$ cat config.mk
export PLATFORM = sky130hd
export DESIGN_NAME = miller_rabin_prime_test_unit
export DESIGN_NICKNAME = d
export VERILOG_FILES = /design/src/rtl/core/mrpt_pkg.sv /design/src/rtl/core/mrpt_ctrl.sv /design/src/rtl/core/mrpt_datapath.sv /design/src/rtl/core/miller_rabin_prime_test_unit.sv
export SDC_FILE = /design/constraint.sdc
export NUM_CORES = 2
export LEC_CHECK = 0
export ABC_AREA = 1
export BUFFER_PORTS_ARGS = -buffer_cell sky130_fd_sc_hd__buf_2
export CORE_UTILIZATION = 56
export CTS_BUF_LIST = sky130_fd_sc_hd__clkbuf_4
export DETAILED_ROUTE_END_ITERATION = 7
export PLACE_DENSITY = 0.73
export SLEW_MARGIN = 30
export SYNTH_ARGS = -nofsm -noshare
export SYNTH_HDL_FRONTEND = slang
export SYNTH_SLANG_ARGS = --single-unit
export TNS_END_PERCENT = 30
$ cat constraint.sdc
create_clock -name clk -period 15.15 [get_ports clk]
set_clock_uncertainty 0.15 [all_clocks]
set_input_delay 3.03 -clock clk [delete_from_list [all_inputs] [get_ports clk]]
set_output_delay 3.03 -clock clk [all_outputs]
set_load 0.005 [all_outputs]
$ cat src/rtl/core/mrpt_pkg.sv
// Shared types and constants of the Miller-Rabin prime test unit.
// Used by mrpt_ctrl, mrpt_datapath, miller_rabin_prime_test_unit and tb_top; no dependencies.

package mrpt_pkg;

	// width of the arithmetic (candidate bits actually used)
	localparam int NB = 62;
	// width of the number fields on the stream ports
	localparam int DATA_W = 62;
	// division step counter, counts 0..NB
	localparam int CW = $clog2(NB + 1);
	// power-of-two count of n-1, at most NB-1
	localparam int KW = $clog2(NB);
	// packed widths on the stream ports
	localparam int IN_TDATA_W = ((2 * DATA_W + 7) / 8) * 8;
	localparam int OUT_TDATA_W = ((DATA_W + 7) / 8) * 8;

	// controller states, one-hot
	typedef enum logic [9:0] {
		S_IDLE   = 10'b00_0000_0001,
		S_CHECK  = 10'b00_0000_0010,
		S_DIV    = 10'b00_0000_0100,
		S_FACTOR = 10'b00_0000_1000,
		S_POW_R  = 10'b00_0001_0000,
		S_POW_B  = 10'b00_0010_0000,
		S_MUL    = 10'b00_0100_0000,
		S_SQ     = 10'b00_1000_0000,
		S_END    = 10'b01_0000_0000,
		S_OUT    = 10'b10_0000_0000
	} state_t;

	// operand selection of the shared modular multiplier
	typedef enum logic [1:0] {
		MUL_RB = 2'd0,  // r = r * b
		MUL_BB = 2'd1,  // b = b * b, exponent shifts right
		MUL_AA = 2'd2   // r = r * r (squaring phase)
	} mul_sel_t;

	typedef struct packed {
		logic     load;
		logic     div_step;
		logic     fac_step;
		logic     pow_init;
		logic     mul_start;
		logic     mul_step;
		logic     mul_wb;
		mul_sel_t mul_sel;
		logic     sq_dec;
		logic     out_load;
		logic     out_prime;
	} cmd_t;

	typedef struct packed {
		logic n_lt2;
		logic n_is2;
		logic n_even;
		logic div_done;
		logic m_odd;
		logic e_last;
		logic e_lsb;
		logic mul_done;
		logic r_is1;
		logic r_is_nm1;
		logic k_zero;
		logic out_full;
	} sts_t;

endpackage

$ cat src/rtl/core/mrpt_ctrl.sv
// Sequencer of the Miller-Rabin prime test unit: round flow and verdict flag.
// Depends on mrpt_pkg; drives mrpt_datapath through cmd_t, reads sts_t.

module mrpt_ctrl (
	input  logic          clk,
	input  logic          arst_n,
	input  logic          in_valid,
	input  logic          in_last,
	output logic          in_ready,
	input  mrpt_pkg::sts_t sts,
	output mrpt_pkg::cmd_t cmd
);
	import mrpt_pkg::*;

	state_t   state_q, state_n;
	mul_sel_t sel_q, sel_n;
	logic     fail_q, fail_n;
	logic     comp_q, comp_n;
	logic     last_q;

	assign in_ready = (state_q == S_IDLE);

	// next state and datapath commands
	always_comb begin
		state_n = state_q;
		sel_n   = sel_q;
		fail_n  = fail_q;
		comp_n  = comp_q;
		cmd     = '0;
		cmd.mul_sel = sel_q;
		unique case (state_q)
			S_IDLE: begin
				if (in_valid) begin
					cmd.load = 1'b1;
					fail_n   = 1'b0;
					state_n  = S_CHECK;
				end
			end
			S_CHECK: begin
				// decide small and even candidates without the witness
				if (sts.n_lt2 || (sts.n_even && !sts.n_is2)) begin
					fail_n  = 1'b1;
					state_n = S_END;
				end else if (sts.n_is2) begin
					state_n = S_END;
				end else begin
					state_n = S_DIV;
				end
			end
			S_DIV: begin
				if (sts.div_done) begin
					state_n = S_FACTOR;
				end else begin
					cmd.div_step = 1'b1;
				end
			end
			S_FACTOR: begin
				// strip factors of two from n-1
				if (sts.m_odd) begin
					cmd.pow_init = 1'b1;
					state_n      = S_POW_R;
				end else begin
					cmd.fac_step = 1'b1;
				end
			end
			S_POW_R: begin
				if (sts.e_lsb) begin
					cmd.mul_start = 1'b1;
					cmd.mul_sel   = MUL_RB;
					sel_n         = MUL_RB;
					state_n       = S_MUL;
				end else begin
					state_n = S_POW_B;
				end
			end
			S_POW_B: begin
				// last exponent bit done: test the power, else square the base
				if (sts.e_last) begin
					state_n = sts.r_is1 ? S_END : S_SQ;
				end else begin
					cmd.mul_start = 1'b1;
					cmd.mul_sel   = MUL_BB;
					sel_n         = MUL_BB;
					state_n       = S_MUL;
				end
			end
			S_MUL: begin
				if (sts.mul_done) begin
					cmd.mul_wb = 1'b1;
					unique case (sel_q)
						MUL_RB:  state_n = S_POW_B;
						MUL_BB:  state_n = S_POW_R;
						MUL_AA:  state_n = S_SQ;
						default: state_n = S_SQ;
					endcase
				end else begin
					cmd.mul_step = 1'b1;
				end
			end
			S_SQ: begin
				// square up to k times looking for n-1
				if (sts.k_zero) begin
					fail_n  = 1'b1;
					state_n = S_END;
				end else if (sts.r_is_nm1) begin
					state_n = S_END;
				end else begin
					cmd.mul_start = 1'b1;
					cmd.mul_sel   = MUL_AA;
					cmd.sq_dec    = 1'b1;
					sel_n         = MUL_AA;
					state_n       = S_MUL;
				end
			end
			S_END: begin
				comp_n  = comp_q | fail_q;
				state_n = last_q ? S_OUT : S_IDLE;
			end
			S_OUT: begin
				// hold until the output register is free
				if (!sts.out_full) begin
					cmd.out_load  = 1'b1;
					cmd.out_prime = !comp_q;
					comp_n        = 1'b0;
					state_n       = S_IDLE;
				end
			end
			default: state_n = S_IDLE;
		endcase
	end

	// control registers
	always_ff @(posedge clk or negedge arst_n) begin
		if (!arst_n) begin
			state_q <= S_IDLE;
			sel_q   <= MUL_RB;
			fail_q  <= 1'b0;
			comp_q  <= 1'b0;
			last_q  <= 1'b0;
		end else begin
			state_q <= state_n;
			sel_q   <= sel_n;
			fail_q  <= fail_n;
			comp_q  <= comp_n;
			if (cmd.load) begin
				last_q <= in_last;
			end
		end
	end

endmodule

$ cat src/rtl/core/mrpt_datapath.sv
// Datapath of the Miller-Rabin prime test unit: witness reduction, bit-serial
// modular multiply, exponent and result registers. Depends on mrpt_pkg.

module mrpt_datapath (
	input  logic                      clk,
	input  logic                      arst_n,
	input  mrpt_pkg::cmd_t            cmd,
	output mrpt_pkg::sts_t            sts,
	input  logic [mrpt_pkg::DATA_W-1:0] candidate,
	input  logic [mrpt_pkg::DATA_W-1:0] witness_raw,
	output logic                      out_valid,
	input  logic                      out_ready,
	output logic                      probably_prime,
	output logic [mrpt_pkg::DATA_W-1:0] tested_number
);
	import mrpt_pkg::*;

	logic [NB-1:0] n_q, nm1_q, dv_q;
	logic [NB-1:0] rem_q, quo_q;
	logic [CW-1:0] dcnt_q;
	logic [NB-1:0] e_q;
	logic [KW-1:0] k_q;
	logic [NB-1:0] r_q, b_q;
	logic [NB-1:0] acc_q, add_q, y_q;
	logic          out_valid_q, out_prime_q;
	logic [NB-1:0] out_num_q;

	logic [NB:0]   div_t, div_d;
	logic [NB-1:0] rem_n;
	logic [NB:0]   acc_sum, add_dbl;
	logic [NB-1:0] acc_n, add_n;
	logic [NB-1:0] mx, my;
	logic [NB-1:0] cand_n;

	assign cand_n = candidate[NB-1:0];

	// one restoring division step of raw mod (n-2)
	assign div_t = {rem_q, quo_q[NB-1]};
	assign div_d = div_t - {1'b0, dv_q};
	assign rem_n = div_d[NB] ? div_t[NB-1:0] : div_d[NB-1:0];

	// one shift-add step of the modular multiply
	assign acc_sum = {1'b0, acc_q} + {1'b0, add_q};
	assign add_dbl = {add_q, 1'b0};
	always_comb begin
		acc_n = (acc_sum >= {1'b0, n_q}) ? NB'(acc_sum - {1'b0, n_q}) : acc_sum[NB-1:0];
		add_n = (add_dbl >= {1'b0, n_q}) ? NB'(add_dbl - {1'b0, n_q}) : add_dbl[NB-1:0];
	end

	// multiplier operands
	always_comb begin
		unique case (cmd.mul_sel)
			MUL_RB: begin
				mx = r_q;
				my = b_q;
			end
			MUL_BB: begin
				mx = b_q;
				my = b_q;
			end
			MUL_AA: begin
				mx = r_q;
				my = r_q;
			end
			default: begin
				mx = r_q;
				my = r_q;
			end
		endcase
	end

	// arithmetic registers
	always_ff @(posedge clk) begin
		if (cmd.load) begin
			n_q    <= cand_n;
			nm1_q  <= cand_n - NB'(1);
			dv_q   <= cand_n - NB'(2);
			rem_q  <= '0;
			quo_q  <= witness_raw[NB-1:0];
			e_q    <= cand_n - NB'(1);
			k_q    <= '0;
		end
		if (cmd.div_step) begin
			rem_q <= rem_n;
			quo_q <= {quo_q[NB-2:0], 1'b0};
		end
		if (cmd.fac_step) begin
			e_q <= {1'b0, e_q[NB-1:1]};
			k_q <= k_q + KW'(1);
		end
		if (cmd.pow_init) begin
			r_q <= NB'(1);
			b_q <= rem_q + NB'(2);
		end
		if (cmd.mul_start) begin
			acc_q <= '0;
			add_q <= mx;
			y_q   <= my;
		end
		if (cmd.mul_step) begin
			if (y_q[0]) begin
				acc_q <= acc_n;
			end
			add_q <= add_n;
			y_q   <= {1'b0, y_q[NB-1:1]};
		end
		if (cmd.mul_wb) begin
			unique case (cmd.mul_sel)
				MUL_RB: r_q <= acc_q;
				MUL_BB: begin
					b_q <= acc_q;
					e_q <= {1'b0, e_q[NB-1:1]};
				end
				MUL_AA: r_q <= acc_q;
				default: r_q <= acc_q;
			endcase
		end
		if (cmd.sq_dec) begin
			k_q <= k_q - KW'(1);
		end
		if (cmd.out_load) begin
			out_prime_q <= cmd.out_prime;
			out_num_q   <= n_q;
		end
	end

	// division step counter
	always_ff @(posedge clk or negedge arst_n) begin
		if (!arst_n) begin
			dcnt_q <= '0;
		end else if (cmd.load) begin
			dcnt_q <= '0;
		end else if (cmd.div_step) begin
			dcnt_q <= dcnt_q + CW'(1);
		end
	end

	// output register: load a verdict, drop it after the transfer
	always_ff @(posedge clk or negedge arst_n) begin
		if (!arst_n) begin
			out_valid_q <= 1'b0;
		end else if (cmd.out_load) begin
			out_valid_q <= 1'b1;
		end else if (out_ready) begin
			out_valid_q <= 1'b0;
		end
	end

	assign out_valid      = out_valid_q;
	assign probably_prime = out_prime_q;
	assign tested_number  = DATA_W'(out_num_q);

	// status to the sequencer
	always_comb begin
		sts.n_lt2    = (n_q < NB'(2));
		sts.n_is2    = (n_q == NB'(2));
		sts.n_even   = !n_q[0];
		sts.div_done = (dcnt_q == CW'(NB));
		sts.m_odd    = e_q[0];
		sts.e_last   = (e_q[NB-1:1] == '0);
		sts.e_lsb    = e_q[0];
		sts.mul_done = (y_q == '0);
		sts.r_is1    = (r_q == NB'(1));
		sts.r_is_nm1 = (r_q == nm1_q);
		sts.k_zero   = (k_q == '0);
		sts.out_full = out_valid_q && !out_ready;
	end

endmodule

$ cat src/rtl/core/miller_rabin_prime_test_unit.sv
// Top level of the Miller-Rabin prime test unit: stream ports, sequencer and datapath.
// Depends on mrpt_pkg, mrpt_ctrl and mrpt_datapath.
//
// Usage:
//   Input channel (s_axis_*): one transfer is one test round. tdata carries the
//   candidate in bits 61:0 and the raw witness word in bits 123:62; tlast marks
//   the final round of the candidate. Send the same candidate in every round.
//   Output channel (m_axis_*): one transfer after each final round. tdata holds
//   the candidate judged, tuser is 1 when no round proved it composite.
//   One round at a time, taken only from the idle sequencer. Small and even
//   candidates are decided without the witness. Odd ones go through witness
//   reduction, one division step per candidate bit, the split of n-1 = m * 2^k,
//   then one modular multiply per set bit of m and per squaring of the base,
//   and up to k more; each multiply takes one step per bit of its second
//   operand (up to 62); the bit-serial multiplier is the limiting unit.
//   Reset: clears the sequencer, the composite flag and the output register.
//   Stall: a finished verdict waits in the output register while the next
//   round is taken; a final round that finds the register still full waits
//   for it to drain before its own verdict is loaded.

module miller_rabin_prime_test_unit (
	input  logic                             clk,
	input  logic                             arst_n,
	input  logic                             s_axis_tvalid,
	output logic                             s_axis_tready,
	input  logic [mrpt_pkg::IN_TDATA_W-1:0]  s_axis_tdata,  // candidate[61:0], witness_raw[123:62], zero fill
	input  logic                             s_axis_tlast,  // last_round
	output logic                             m_axis_tvalid,
	input  logic                             m_axis_tready,
	output logic [mrpt_pkg::OUT_TDATA_W-1:0] m_axis_tdata,  // tested_number[61:0], zero fill
	output logic                             m_axis_tuser   // probably_prime
);
	import mrpt_pkg::*;

	cmd_t                cmd;
	sts_t                sts;
	logic [DATA_W-1:0]   tested_number;

	mrpt_ctrl u_ctrl (
		.clk      (clk),
		.arst_n   (arst_n),
		.in_valid (s_axis_tvalid),
		.in_last  (s_axis_tlast),
		.in_ready (s_axis_tready),
		.sts      (sts),
		.cmd      (cmd)
	);

	mrpt_datapath u_dp (
		.clk            (clk),
		.arst_n         (arst_n),
		.cmd            (cmd),
		.sts            (sts),
		.candidate      (s_axis_tdata[DATA_W-1:0]),
		.witness_raw    (s_axis_tdata[2*DATA_W-1:DATA_W]),
		.out_valid      (m_axis_tvalid),
		.out_ready      (m_axis_tready),
		.probably_prime (m_axis_tuser),
		.tested_number  (tested_number)
	);

	// pack the result field into tdata
	assign m_axis_tdata = OUT_TDATA_W'(tested_number);

`ifndef NO_ASSERTIONS
	// a verdict never overwrites one that is still waiting
	a_no_overwrite: assert property (@(posedge clk) disable iff (!arst_n)
		cmd.out_load |-> (!m_axis_tvalid || m_axis_tready))
		else $error("verdict loaded over a pending result");

	// an accepted round starts from the idle sequencer only
	a_load_idle: assert property (@(posedge clk) disable iff (!arst_n)
		cmd.load |-> (s_axis_tvalid && s_axis_tready && !cmd.mul_step && !cmd.div_step))
		else $error("round loaded while work is in flight");

	// a multiply result is written back only once the multiplier is exhausted
	a_mul_wb_done: assert property (@(posedge clk) disable iff (!arst_n)
		cmd.mul_wb |-> (sts.mul_done && !cmd.mul_step && $past(cmd.mul_step || cmd.mul_start)))
		else $error("multiply written back early");
`endif

endmodule

==> metrics.txt <==
# TYPE chip_impl_metric gauge
chip_impl_metric{name="seq_area_frac_synth",unit="%"} 35.0
chip_impl_info{name="cp_cell_sequence",value="ha_1 > nand2_1 > nor2_1 > inv_1 > nor3_1 > nand2_1 > nand2_1 > nand3_1 > nand2_1 > nand2_1 > nand2_1 > inv_1 > ha_1 > nand4_1 > nor4_1 > nand3_1 > nand3_1 > a21oi_4 > buf_4 > nand2_2 > buf_4 > o21ai_0 > nand3_1 > nand2_1"} 1
chip_impl_metric{name="grt_antenna_before_repair",unit=""} 19
chip_impl_metric{name="setup_viol_count_final",unit=""} 0
chip_impl_info{name="cts.root.buffer_cell",value="sky130_fd_sc_hd__clkbuf_4"} 1
chip_impl_metric{name="cts_made_buffers",unit=""} 202
chip_impl_metric{name="synth_area",unit="µm²"} 58800
chip_impl_info{name="tritoncts",value="done"} 1
chip_impl_metric{name="slew-limit-headroom",unit="%"} 24.2
chip_impl_metric{name="drive_above_1_share",unit="%"} 7.38
chip_impl_metric{name="top_level_ports",unit=""} 200
chip_impl_metric{name="placement.io_buffers",unit=""} 193
chip_impl_info{name="worst_path_most_repeated_cell",value="sky130_fd_sc_hd__nand2_1"} 1
chip_impl_metric{name="max-vdd-ir-drop",unit="V"} 0.000216
chip_impl_metric{name="syn_area_per_cell",unit="µm²"} 6.66
chip_impl_metric{name="maximum_number_of_pins_on_one_net_before_global_route_repair",unit=""} 142
chip_impl_info{name="grt_setup_unrepaired",value="no"} 1
chip_impl_metric{name="synth_fa_ha_area_share",unit="%"} 5.58
chip_impl_metric{name="core-area",unit="µm²"} 104000
chip_impl_metric{name="instances_no_fill",unit=""} 10600
chip_impl_metric{name="critical_path_arrival",unit="ps"} 7720
chip_impl_metric{name="power_per_cell_area",unit="nW/µm²"} 165
chip_impl_metric{name="wl",unit="µm"} 272000
chip_impl_metric{name="cp.required",unit="ps"} 16010
chip_impl_metric{name="worst_hold_slack",unit="ps"} 298
chip_impl_info{name="critPathCaptureType",value="flop"} 1
chip_impl_metric{name="syn2layout_area_growth",unit="%"} 8.21
chip_impl_metric{name="dpl.cell_count",unit=""} 10200
chip_impl_metric{name="max_slew_violation_total_from_the_final_report",unit=""} 0
chip_impl_info{name="combinational_family_with_the_most_area_after_synthesis",value="simple AND/OR/NAND/NOR gates"} 1
chip_impl_metric{name="final.setup.worst_slack",unit="ps"} 8290
chip_impl_metric{name="finalWeightedCongestion",unit=""} 1.12
chip_impl_metric{name="gr-total-overflow",unit=""} 0
chip_impl_metric{name="initial_utilization",unit="%"} 56.7
chip_impl_metric{name="per_cell_via_count_in_the_routed_design",unit=""} 5.96
chip_impl_metric{name="post_cts_resized",unit=""} 0
chip_impl_info{name="run_status",value="finished clean"} 1
chip_impl_metric{name="post_synth_and_or_nand_nor_area_fraction",unit="%"} 33.3
chip_impl_metric{name="synthesis.instances",unit=""} 8840
chip_impl_metric{name="number_of_hold_buffers_added_after_cts",unit=""} 0
chip_impl_metric{name="min_period_over_period",unit="%"} 45.3
chip_impl_info{name="synthFlopType",value="sky130_fd_sc_hd__edfxtp_1"} 1
chip_impl_metric{name="achievable-frequency",unit="MHz"} 146
chip_impl_metric{name="clk_pin_slew_worst_paths",unit="ps"} 70
chip_impl_metric{name="hpwl",unit="µm"} 219000
chip_impl_metric{name="synth_compound_area_share",unit="%"} 10.9
chip_impl_metric{name="tightest_slew",unit="ps"} 1130
chip_impl_metric{name="totalNegativeSetupSlack",unit="ps"} 0
chip_impl_metric{name="cpPeakStageDelay",unit="ps"} 730
chip_impl_metric{name="row_count",unit=""} 118
chip_impl_metric{name="num_vias",unit=""} 63400
chip_impl_metric{name="routedWlPerCell",unit="µm"} 25.5
chip_impl_metric{name="yosys_register_bits",unit=""} 772
chip_impl_metric{name="first_iter_violations",unit=""} 8976
chip_impl_metric{name="routed_antenna_nets",unit=""} 0
chip_impl_metric{name="die-height",unit="µm"} 326
chip_impl_metric{name="route.detailed.drc",unit=""} 0
chip_impl_metric{name="dieWidth",unit="µm"} 326
chip_impl_metric{name="clk_latency",unit="ps"} 1220
chip_impl_metric{name="timing.final.hold_violations",unit=""} 0
chip_impl_metric{name="post_synth_xor_area_fraction",unit="%"} 4.96
chip_impl_info{name="path_class",value="flop to flop"} 1
chip_impl_metric{name="cts.repair_timing.setup_buffer_count",unit=""} 0
chip_impl_metric{name="synth-async-reset-ratio",unit="%"} 2.85
chip_impl_metric{name="place_area",unit="µm²"} 60900
chip_impl_info{name="worst_hold_path_type",value="flop to flop"} 1
chip_impl_metric{name="grt_pass1_wl",unit="µm"} 382000
chip_impl_metric{name="design.final.nets",unit=""} 9460
chip_impl_metric{name="power.leakage",unit="µW"} 0.0301
chip_impl_metric{name="synth-edff-count",unit=""} 500
chip_impl_info{name="timing.critical_path.from_type",value="flop"} 1
chip_impl_metric{name="synth_cell_types",unit=""} 57
chip_impl_metric{name="design_area_final",unit="µm²"} 63700
chip_impl_metric{name="first_global_vias",unit=""} 60100
chip_impl_metric{name="clkSinkCount",unit=""} 772
chip_impl_info{name="critical-path-slowest-cell",value="sky130_fd_sc_hd__ha_1"} 1
chip_impl_metric{name="synthMuxAreaShare",unit="%"} 0.0957
chip_impl_metric{name="fp.dieArea",unit="µm²"} 106000
chip_impl_metric{name="yosys_warnings",unit=""} 0
chip_impl_metric{name="max_cap_violations",unit=""} 0
chip_impl_metric{name="n_fill_cell",unit=""} 9414
chip_impl_metric{name="finalWorstPathRequiredPeriod",unit="ps"} 6860
chip_impl_metric{name="ctsHtreeMaxLevel",unit=""} 4
chip_impl_metric{name="clockBufferDepth",unit=""} 3
chip_impl_metric{name="drt-pass1-iter-count",unit=""} 8
chip_impl_metric{name="detailedPlace.worstSlack",unit="ps"} 8790
chip_impl_metric{name="largest_driver_fanout_on_the_critical_path",unit=""} 57
chip_impl_metric{name="grt_use_total",unit="%"} 49.8
[final timing paths]
path                                   startpoint  cells after the start                             to  slack [ps]
max                        u_dp.acc_q[14]$_DFF_P_                     24         u_dp.acc_q[37]$_DFF_P_        8290
min                          u_dp.e_q[58]$_DFF_P_                      2           u_dp.e_q[57]$_DFF_P_         300
max reg2reg                u_dp.acc_q[14]$_DFF_P_                     24         u_dp.acc_q[37]$_DFF_P_        8290
min reg2reg                  u_dp.e_q[58]$_DFF_P_                      2           u_dp.e_q[57]$_DFF_P_         300
max in group asynchronous                  arst_n                      1  u_ctrl.state_q[0]$_DFFE_PN1P_       12730
min in group asynchronous                  arst_n                      1  u_ctrl.state_q[6]$_DFFE_PN0P_        1690
[report_power, final]
| part | leakage (µW) | switching [µW] | internal (µW) |
|---|---|---|---|
| sequential | 0.00683 | 490 | 2800 |
| clock | 0.00160 | 986 | 964 |
| combinational | 0.0217 | 3730 | 1550 |
| total | 0.0301 | 5210 | 5310 |
[cell families (layout without fill, tap and decap cells)]
| group | after synthesis | count (layout) |
|---|---|---|
| AOI/OAI and AO/OA | 1176 | 1176 |
| buffers and inverters | 1524 | 1920 |
| DFF | 772 | 772 |
| and+or+nand+nor | 4769 | 4769 |
| other | 1 | 19 |
| muxes | 5 | 5 |
| xor gates and xnor gates | 333 | 333 |
| adders and majority gates | 260 | 260 |
[synthesized netlist by cell type (23+ instances only)]
cell type,instances,share of area [%]
sky130_fd_sc_hd__nand2_1,2674,17
sky130_fd_sc_hd__nand4_1,129,1.4
sky130_fd_sc_hd__buf_2,80,0.68
sky130_fd_sc_hd__a21oi_1,520,4.4
sky130_fd_sc_hd__inv_1,1289,8.2
sky130_fd_sc_hd__nor2_1,1143,7.3
sky130_fd_sc_hd__clkbuf_1,87,0.55
sky130_fd_sc_hd__a22o_1,24,0.36
sky130_fd_sc_hd__o21bai_1,24,0.31
sky130_fd_sc_hd__o21ai_2,40,0.60
sky130_fd_sc_hd__ha_1,256,5.4
sky130_fd_sc_hd__buf_6,23,0.44
sky130_fd_sc_hd__nand3_1,556,4.7
sky130_fd_sc_hd__o21ai_0,457,3.9
sky130_fd_sc_hd__nor3_1,107,0.91
sky130_fd_sc_hd__nor4_1,64,0.68
sky130_fd_sc_hd__dfxtp_1,250,8.5
sky130_fd_sc_hd__edfxtp_1,500,26
sky130_fd_sc_hd__nand3b_1,48,0.61
sky130_fd_sc_hd__xor2_1,242,3.6
sky130_fd_sc_hd__xnor2_1,91,1.4
[layout make-up]
cell class	count	area, µm²	area share, %
antenna	17	42.5	0.0668
clock buffer	305	2290	3.60
clock inverter	69	403	0.633
inverter	1305	4900	7.70
multi-input combinational	6545	32400	50.8
sequential	772	20600	32.3
tap	1380	1730	2.71
timing repair buffer	241	1390	2.18
[cells in the final DEF (no fill, tap or decap), types with 15 or more instances in the layout]
master,synthesis,routed
sky130_fd_sc_hd__nor2_1,1143,1138
sky130_fd_sc_hd__buf_4,15,43
sky130_fd_sc_hd__xnor2_1,91,91
sky130_fd_sc_hd__dfrtp_1,21,21
sky130_fd_sc_hd__o21bai_1,24,24
sky130_fd_sc_hd__a22o_1,24,24
sky130_fd_sc_hd__nand3_1,556,555
sky130_fd_sc_hd__ha_1,256,256
sky130_fd_sc_hd__o21ai_1,21,23
sky130_fd_sc_hd__nor3_1,107,107
sky130_fd_sc_hd__nor4_1,64,62
sky130_fd_sc_hd__clkbuf_4,0,305
sky130_fd_sc_hd__nand4_1,129,129
sky130_fd_sc_hd__buf_2,80,193
sky130_fd_sc_hd__a21o_1,20,20
sky130_fd_sc_hd__dfxtp_1,250,250
sky130_fd_sc_hd__nand3b_1,48,48
sky130_fd_sc_hd__o21ai_0,457,455
sky130_fd_sc_hd__nand2_1,2674,2665
sky130_fd_sc_hd__inv_2,12,16
sky130_fd_sc_hd__clkinv_1,3,48
sky130_fd_sc_hd__xor2_1,242,242
sky130_fd_sc_hd__edfxtp_1,500,500
sky130_fd_sc_hd__o21ai_2,40,40
sky130_fd_sc_hd__a31oi_1,17,17
sky130_fd_sc_hd__inv_1,1289,1286
sky130_fd_sc_hd__a21boi_0,15,15
sky130_fd_sc_hd__a21oi_1,520,518
sky130_fd_sc_hd__diode_2,0,17
[state kept, by name, summed over array words and instances, names as in the netlist, 10 cells and up]
register	cells
u_dp.acc_q	62
u_dp.add_q	62
u_dp.b_q	62
u_dp.dv_q	62
u_dp.e_q	62
u_dp.nm1_q	62
u_dp.quo_q	62
u_dp.r_q	62
u_dp.rem_q	62
u_dp.tested_number	62
u_dp.y_q	62
u_dp.n_q	61
u_ctrl.state_q	10
[worst max-delay path: cells and delay by family (launching register included)]
| family | cells | cell delay (ps) |
|---|---|---|
| and+or+nand+nor | 16 | 3620 |
| DFF | 1 | 430 |
| adders and majority gates | 2 | 1170 |
| AOI/OAI and AO/OA | 2 | 230 |
| buffers and inverters | 4 | 920 |
[metal layers]
layer	part of all wire, %	routed length, µm	global-route usage (%)
met2	43	117000	76.3
met4	13	34100	51.8
met5	0.12	328	1.06
met3	12	33000	14.3
met1	32	87700	53.7
[stage by stage]
step	util (%)	total power, µW
final	61.4	10500
after floorplan	-	6590
after global placement	58.6	8200
after global routing	61.3	11000
after CTS	61.3	10200
after detailed placement	58.7	8310
Power figures use the tool's default switching activity.
